[src/rtl/bbc_pkg.sv]
// types, codes and bracket decode for the bracket balance checker
// no dependencies
`timescale 1ns / 1ps
`default_nettype none

package bbc_pkg;

    typedef logic [1:0] kind_t;
    typedef logic [2:0] status_t;

    localparam kind_t KIND_ROUND  = 2'd0;
    localparam kind_t KIND_SQUARE = 2'd1;
    localparam kind_t KIND_CURLY  = 2'd2;
    localparam kind_t KIND_NONE   = 2'd3;

    localparam status_t ST_OK         = 3'd0;
    localparam status_t ST_BALANCED   = 3'd1;
    localparam status_t ST_UNBALANCED = 3'd2;
    localparam status_t ST_MISMATCH   = 3'd3;
    localparam status_t ST_EMPTY_CLOSE = 3'd4;
    localparam status_t ST_OVERFLOW   = 3'd5;

    localparam logic [7:0] CH_OPEN_ROUND   = 8'h28;
    localparam logic [7:0] CH_CLOSE_ROUND  = 8'h29;
    localparam logic [7:0] CH_OPEN_SQUARE  = 8'h5B;
    localparam logic [7:0] CH_CLOSE_SQUARE = 8'h5D;
    localparam logic [7:0] CH_OPEN_CURLY   = 8'h7B;
    localparam logic [7:0] CH_CLOSE_CURLY  = 8'h7D;

    typedef struct packed {
        status_t    status;
        logic [7:0] depth;
        logic       eos;
    } result_t;

    function automatic kind_t open_kind(input logic [7:0] c);
        case (c)
            CH_OPEN_ROUND:  open_kind = KIND_ROUND;
            CH_OPEN_SQUARE: open_kind = KIND_SQUARE;
            CH_OPEN_CURLY:  open_kind = KIND_CURLY;
            default:        open_kind = KIND_NONE;
        endcase
    endfunction

    function automatic kind_t close_kind(input logic [7:0] c);
        case (c)
            CH_CLOSE_ROUND:  close_kind = KIND_ROUND;
            CH_CLOSE_SQUARE: close_kind = KIND_SQUARE;
            CH_CLOSE_CURLY:  close_kind = KIND_CURLY;
            default:         close_kind = KIND_NONE;
        endcase
    endfunction

endpackage

`default_nettype wire

[src/rtl/bbc_stack.sv]
// bracket stack: entry memory, top-of-stack register, count and sticky error
// uses bbc_pkg
`timescale 1ns / 1ps
`default_nettype none

module bbc_stack #(
    parameter int STACK_DEPTH = 128
) (
    input  wire logic            clk,
    input  wire logic            rst_n,
    input  wire logic            accept,
    input  wire logic [7:0]      ch,
    input  wire logic            last_char,
    output bbc_pkg::result_t     res
);

    localparam int AW = (STACK_DEPTH > 1) ? $clog2(STACK_DEPTH) : 1;
    localparam int CW = $clog2(STACK_DEPTH + 1);
    localparam logic [CW-1:0] DEPTH_FULL = CW'(STACK_DEPTH);

    bbc_pkg::kind_t   mem [STACK_DEPTH];

    logic [CW-1:0]    count_reg, count_next, count_after;
    bbc_pkg::status_t err_reg, err_next, err_after;
    bbc_pkg::kind_t   top_reg, top_next;
    bbc_pkg::kind_t   below_reg;
    bbc_pkg::kind_t   ok, ck;
    logic             push, pop;
    logic [CW-1:0]    rd_addr;

    always_comb
    begin
        ok          = bbc_pkg::open_kind(ch);
        ck          = bbc_pkg::close_kind(ch);
        push        = 1'b0;
        pop         = 1'b0;
        err_after   = err_reg;
        count_after = count_reg;
        if (err_reg == bbc_pkg::ST_OK)
        begin
            if (ok != bbc_pkg::KIND_NONE)
            begin
                if (count_reg == DEPTH_FULL)
                    err_after = bbc_pkg::ST_OVERFLOW;
                else
                begin
                    push        = 1'b1;
                    count_after = count_reg + CW'(1);
                end
            end
            else if (ck != bbc_pkg::KIND_NONE)
            begin
                if (count_reg == '0)
                    err_after = bbc_pkg::ST_EMPTY_CLOSE;
                else if (top_reg != ck)
                    err_after = bbc_pkg::ST_MISMATCH;
                else
                begin
                    pop         = 1'b1;
                    count_after = count_reg - CW'(1);
                end
            end
        end

        // verdict on the last character
        if (last_char && err_after == bbc_pkg::ST_OK)
            res.status = (count_after == '0) ? bbc_pkg::ST_BALANCED
                                             : bbc_pkg::ST_UNBALANCED;
        else
            res.status = err_after;
        res.depth = 8'(count_after);
        res.eos   = last_char;

        count_next = count_reg;
        err_next   = err_reg;
        top_next   = top_reg;
        if (accept)
        begin
            count_next = last_char ? '0 : count_after;
            err_next   = last_char ? bbc_pkg::ST_OK : err_after;
            if (push)
                top_next = ok;
            else if (pop)
                top_next = below_reg;
        end
        rd_addr = count_next - CW'(2);
    end

    always_ff @(posedge clk or negedge rst_n)
    begin
        if (!rst_n)
        begin
            count_reg <= '0;
            err_reg   <= bbc_pkg::ST_OK;
        end
        else
        begin
            count_reg <= count_next;
            err_reg   <= err_next;
        end
    end

    always_ff @(posedge clk)
    begin
        top_reg <= top_next;
    end

    // every accepted push lands in memory; the entry below the top is read ahead
    // so a pop finds it already in below_reg
    always_ff @(posedge clk)
    begin
        if (accept && push)
            mem[count_reg[AW-1:0]] <= ok;
        if (count_next >= CW'(2))
            below_reg <= mem[rd_addr[AW-1:0]];
    end

endmodule

`default_nettype wire

[config.mk]
export PLATFORM = sky130hd
export DESIGN_NAME = bbc_stack
export DESIGN_NICKNAME = d
export VERILOG_FILES = /design/src/rtl/bbc_pkg.sv /design/src/rtl/bbc_stack.sv
export SDC_FILE = /design/constraint.sdc
export NUM_CORES = 1
export LEC_CHECK = 0
export BUFFER_PORTS_ARGS = -buffer_cell sky130_fd_sc_hd__buf_4
export CAP_MARGIN = 10
export CORE_MARGIN = 4
export CORE_UTILIZATION = 40
export DETAILED_ROUTE_END_ITERATION = 16
export SETUP_SLACK_MARGIN = 0.3
export SYNTH_ARGS = -nofsm -noshare
export SYNTH_HDL_FRONTEND = slang
export SYNTH_SLANG_ARGS = --single-unit
[constraint.sdc]
create_clock -name clk -period 10.25 [get_ports clk]
set_clock_uncertainty 0.1 [all_clocks]
set_input_delay 1.025 -clock clk [delete_from_list [all_inputs] [get_ports clk]]
set_output_delay 1.025 -clock clk [all_outputs]
set_load 0.02 [all_outputs]
Word level (Yosys, flattened, before mapping)
Memories as Yosys holds them, arrays and structs flattened. A register that Yosys moved wholly into a read port is not among the register bits.
Cells that the tools add are included.
{"block": "word_totals", "out_inout_bits": 12, "wordCells": 57, "ramBits": 256, "reg_bits": 13, "memories": 1, "inputBits": 12}
{"block": "classes", "n_addsub": 3, "n_eq_ne": 10, "mux": 31, "n_lt_le_gt_ge": 1, "reduce_logical": 8}
{"memory": "mem", "depth": 128, "width": 2, "rd": 1, "rd_ports_with_merged_regs": 1, "write_ports": 1, "line_no": "bbc_stack.sv:21", "rtl": "bbc_pkg::kind_t mem [STACK_DEPTH];"}
{"op": "two-way mux 8 bit", "n": 8}
{"op": "== test 8 x 7 -> 1 bit (second input constant)", "n": 4}
{"op": "two-way mux 3 bit", "n": 8}
{"op": "== test 8 x 6 -> 1 bit (second input constant)", "n": 2}
{"op": "logical NOT 8 bit", "n": 2}
{"op": "one-hot mux 2 bit (3 select lines)", "n": 2}
{"op": "two-way mux 1 bit", "n": 10}
{"op": "adder 8 x 1 -> 8 bit (second input constant)", "n": 1}
{"op": "== test 8 bit (second input constant)", "n": 1}
{"op": ">= comparator 8 x 2 -> 1 bit (second input constant)", "n": 1}
{"op": "subtractor 8 x 1 -> 8 bit (second input constant)", "n": 1}
{"op": "subtractor 7 x 2 -> 7 bit (second input constant)", "n": 1}
{"op": "logical NOT 3 bit", "n": 2}
{"op": "two-way mux 2 bit", "n": 3}
{"op": "inequality test 2 bit (second input constant)", "n": 2}
{"op": "logical AND 1 bit", "n": 2}
{"op": "inequality test 2 bit", "n": 1}
{"op": "AND reduction 2 bit", "n": 1}
{"op": "nonzero test 2 bit", "n": 1}

Logic depth before layout (Yosys ltp)
{"block": "depth", "word_depth": 11, "mapped_depth": 17, "ltp_nobuf": 14}

Worst setup path after synthesis
Ideal clock, no wire load.
{"block": "synth_path", "path_kind": "in2reg", "start": "in ch[1]", "end": "mem mem[0][0] in the netlist's numbering, data pin", "t_arrival_ns": 6.303, "stages": 2, "setup_time_ns": 1.207, "slack_ns": 2.640, "t_required_ns": 8.943, "path_cell_list": "and4_1 o21ai_0"}
{"block": "synth_between", "elab_chain_len": 2}
{"item": "start, declared", "line_no": "bbc_stack.sv:12", "rtl": "input wire logic [7:0] ch,"}
{"item": "== test 8 x 7 -> 1 bit / == test 8 x 6 -> 1 bit (equally long branches)", "line_no": "bbc_pkg.sv:37", "rtl": "case (c)"}
{"item": "one-hot mux 2 bit (3 select lines) *", "line_no": "bbc_pkg.sv:37"}
{"item": "via ok[0]", "line_no": "bbc_stack.sv:27", "rtl": "bbc_pkg::kind_t ok, ck;"}
{"item": "end, declared", "line_no": "bbc_stack.sv:21"}
The timed path passes the listed nets; every way through them passes the cells marked *.

Final worst setup path
{"block": "layout_path", "start": "in ch[2]", "end": "reg below_reg[1], read port of mem, data pin"}
{"block": "layout_between", "elab_chain_len": 11}
{"item": "== test 8 x 7 -> 1 bit / == test 8 x 6 -> 1 bit (equally long branches)", "line_no": "bbc_pkg.sv:46", "rtl": "case (c)"}
{"item": "one-hot mux 2 bit (3 select lines)", "line_no": "bbc_pkg.sv:46"}
{"item": "inequality test 2 bit", "line_no": "bbc_stack.sv:55", "rtl": "else if (top_reg != ck)"}
{"item": "two-way mux 8 bit", "line_no": "bbc_stack.sv:55"}
{"item": "two-way mux 8 bit", "line_no": "bbc_stack.sv:53", "rtl": "if (count_reg == '0)"}
{"item": "two-way mux 8 bit", "line_no": "bbc_stack.sv:51", "rtl": "else if (ck != bbc_pkg::KIND_NONE)"}
{"item": "two-way mux 8 bit *", "line_no": "bbc_stack.sv:41", "rtl": "if (ok != bbc_pkg::KIND_NONE)"}
{"item": "two-way mux 8 bit *", "line_no": "bbc_stack.sv:39", "rtl": "if (err_reg == bbc_pkg::ST_OK)"}
{"item": "two-way mux 8 bit *", "line_no": "bbc_stack.sv:79", "rtl": "count_next = last_char ? '0 : count_after;"}
{"item": "two-way mux 8 bit *", "line_no": "bbc_stack.sv:77", "rtl": "if (accept)"}
{"item": "subtractor 7 x 2 -> 7 bit / >= comparator 8 x 2 -> 1 bit (equally long branches)", "line_no": "bbc_stack.sv:86, bbc_stack.sv:114"}
{"item": "end, declared", "line_no": "bbc_stack.sv:26", "rtl": "bbc_pkg::kind_t below_reg;"}
Every way passes the cells marked *; elsewhere a longest branch is shown, timed or not.
A chain may end at the register's enable or synchronous reset.

==> qor.txt <==
fin util - 45.3%
crit path DAT - 5910 ps
Peak VDD IR - 0.153 mV
clock power share - 38.5%
Yosys top cell by area - edfxtp_1
nets@finish - 1006
final setup fails - 0
outcome - complete, no violations
CTS Hold Buffers Added - 0
clock-pin slew on the worst setup and hold paths - 60 ps
sequential power share - 46.1%
antenna viol nets, final - 0
CP Cell Sequence - buf_4, nor3b_1, a22oi_2, a2111oi_4, a221oi_4, buf_4, ha_1, xnor2_4, buf_4, a311oi_1, a211oi_1, a21oi_1, a2111oi_0, a221oi_1
placement row count - 64
Die H - 185 um
Int Power - 0.00196 W
TritonCTS clock tree - yes
Hold Vio Cnt, Final - 0
most common cell in the netlist - edfxtp_1
Min-Delay Path Class - in2async
crit start category - primary input
post-synth cell types - 81
synthesis-to-layout area growth - 11.4%
Logic pwr share - 15.4%
GRT Resource Usage Total - 17.5%
DIE WIDTH - 185 um
Sw Pwr - 0.000675 W
CP max-delay cell - xnor2_4
Cells after Synth - 980
grt ovf - 0
WP data required - 10400 ps
Yosys warning count - 0
DRC Markers - 0
cts repair resizes - 0
initial antenna violation count - 0
CP Class - in2reg
placed inst area - 0.0130 mm2
main flop type after synthesis - edfxtp_1
CP Max Fanout - 71
Synth area leaders - edfxtp_1 63%, nand2_1 5.4%, mux4_2 4.7%, nor2_1 4.6%, mux2i_1 2.3%
CTS Buf Count - 29
setup tns final - 0 ps
diode count - 0
Peak Freq - 174 MHz
via count - 8093
most frequent cells after synthesis - 260 x edfxtp_1, 178 x nand2_1, 152 x nor2_1, 33 x and3_1, 29 x mux2i_1
PD cells - 189 mW/mm2
GP Congestion - 0.888
Synth async-reset ratio - 4.06%
first-pass GRT wire length - 46600 um
Pre-antenna DRT Iters - 5
clk root buf - clkbuf_16
Netlist Area Pre-Place - 0.0125 mm2
DR vias/cell - 5.75
Worst slew margin - 23.7%
Num Clock Sinks - 271
syn_nets - 996
Setup WS pre-CTS - 4060 ps
Top-Level Pins - 24
largest net degree at the start of global routing - 85
Worst setup EP type - register
htree depth - 1
RSZ-0062 raised after global routing - no
Final Power - 0.00263 W
slowest stage delay, CP - 720 ps
Setup WS post-layout - 4500 ps
crit share post-route - 56.1%
max-slew violations - 0
Setup Fix Bufs, Post-CTS - 0
core area - 0.0307 mm2
Skew-Pair Late Insertion Delay - 540 ps
Mapped Avg Cell Area - 12.7 um2
vias in the first global route - 7921
Die ar. - 0.0340 mm2
min cycle time layout - 5750 ps
Crit path buffers/inverters - 3
maxcap violations - 0
port bufs - 23
EDFF count, synth - 260
Final Cell Area - 0.0139 mm2
Sw Ratio - 25.7%
Detailed Route Iter0 Violations - 903
layout cells sized above 1 - 13.6%
Leak Pwr - 4.79 nW
Worst Tran Pin Value - 1140 ps
Avg WL per Cell - 21.5 um
flops & latches, synth - 271
critical path's top delay family - compound AO/OA/AOI/OAI gates
Routed WL - 30300 um
cell repeated most along the worst path - buf_4
top cell type's share of synthesized area - 62.6%
post-DP HPWL - 18500 um
sequential fraction of the synthesis area - 64.9%
largest buffer count on any clock path - 3
Initial Utilization - 40.6%
max reg flops - 256
worst paths after layout:
check / start / endpoint / slack, ps / depth (start not counted)
max: ch[2] / below_reg[1] / 4500 / 14
min: rst_n / count_reg[3] / 220 / 1
max reg2reg: count_reg[5] / below_reg[1] / 4680 / 14
min reg2reg: err_reg[0] / err_reg[0] / 550 / 2
max in group asynchronous: rst_n / count_reg[1] / 9680 / 1
min in group clk: err_reg[0] / err_reg[0] / 550 / 2
worst register-to-register path, stage by stage (launching register included):
cell       delay (ps)
dfrtp_1           600
nor2_2            430
nand4b_1          310
a21boi_2          310
a221oi_4          270
buf_4             630
inv_4             520
buf_4             520
nand2_1           170
and3_1            160
a311oi_1           50
a211o_1           300
a31o_2            280
a2111oi_0         520
a221oi_1          120
logic make-up (layout without fill, tap and decap cells):
group | Yosys count | in the layout | share of synthesized area, %
AOI/OAI and AO/OA | 141 | 141 | 8.87
DFF | 271 | 271 | 64.9
xor gates and xnor gates | 8 | 8 | 0.773
and+or+nand+nor | 433 | 433 | 15.5
buffers and inverters | 67 | 99 | 2.53
adders and majority gates | 4 | 4 | 0.402
muxes | 56 | 56 | 7.12
metal layers:
metal	global-route usage [%]	routed length (um)	vias up
met2	28.1	14200	305
li1	-	-	3701
met1	25.0	13300	4029
met5	0	0	-
met4	5.06	788	0
met3	2.62	1990	58
area by class of cell:
class | instances | area, um2
timing repair buffer | 34 | 255
sequential | 271 | 8080
fill | 2737 | 16800
clock buffer | 34 | 744
inverter | 12 | 47.5
tap | 396 | 495
multi-input combinational | 642 | 4090
clock inverter | 19 | 178
power groups by stage:
stage | combinational [W] | clock, W | sequential, W
CTS | 0.000407 | 0.00103 | 0.00121
floorplan | 0.000313 | 0 | 0.00123
global route | 0.000440 | 0.00108 | 0.00121
detailed placement | 0.000404 | 0 | 0.00123
global placement | 0.000402 | 0 | 0.00124
finish | 0.000405 | 0.00101 | 0.00121
placed cells by master (no fill, tap or decap), types with 7 or more instances in the layout:
cell       instances
and3_1            33
inv_1             10
a311oi_1          11
dfrtp_1           11
nor2_1           152
nand3_1           24
nor2b_1           10
mux4_2            26
a211oi_1           7
a22oi_1            8
mux2i_1           29
clkbuf_16         29
a31oi_1           24
o21ai_0           15
clkinv_2           8
a21oi_1           20
nand2_1          177
buf_4             34
edfxtp_1         260
per-stage QoR:
| stage | std cells | hold slack (ps) |
|---|---|---|
| floorplan | 980 | 406 |
| global placement | 1355 | 518 |
| detailed placement | 1355 | 536 |
| CTS | 1408 | 207 |
| global route | 1408 | 209 |
| finish | 1408 | 225 |
Power figures use the tool's default switching activity.
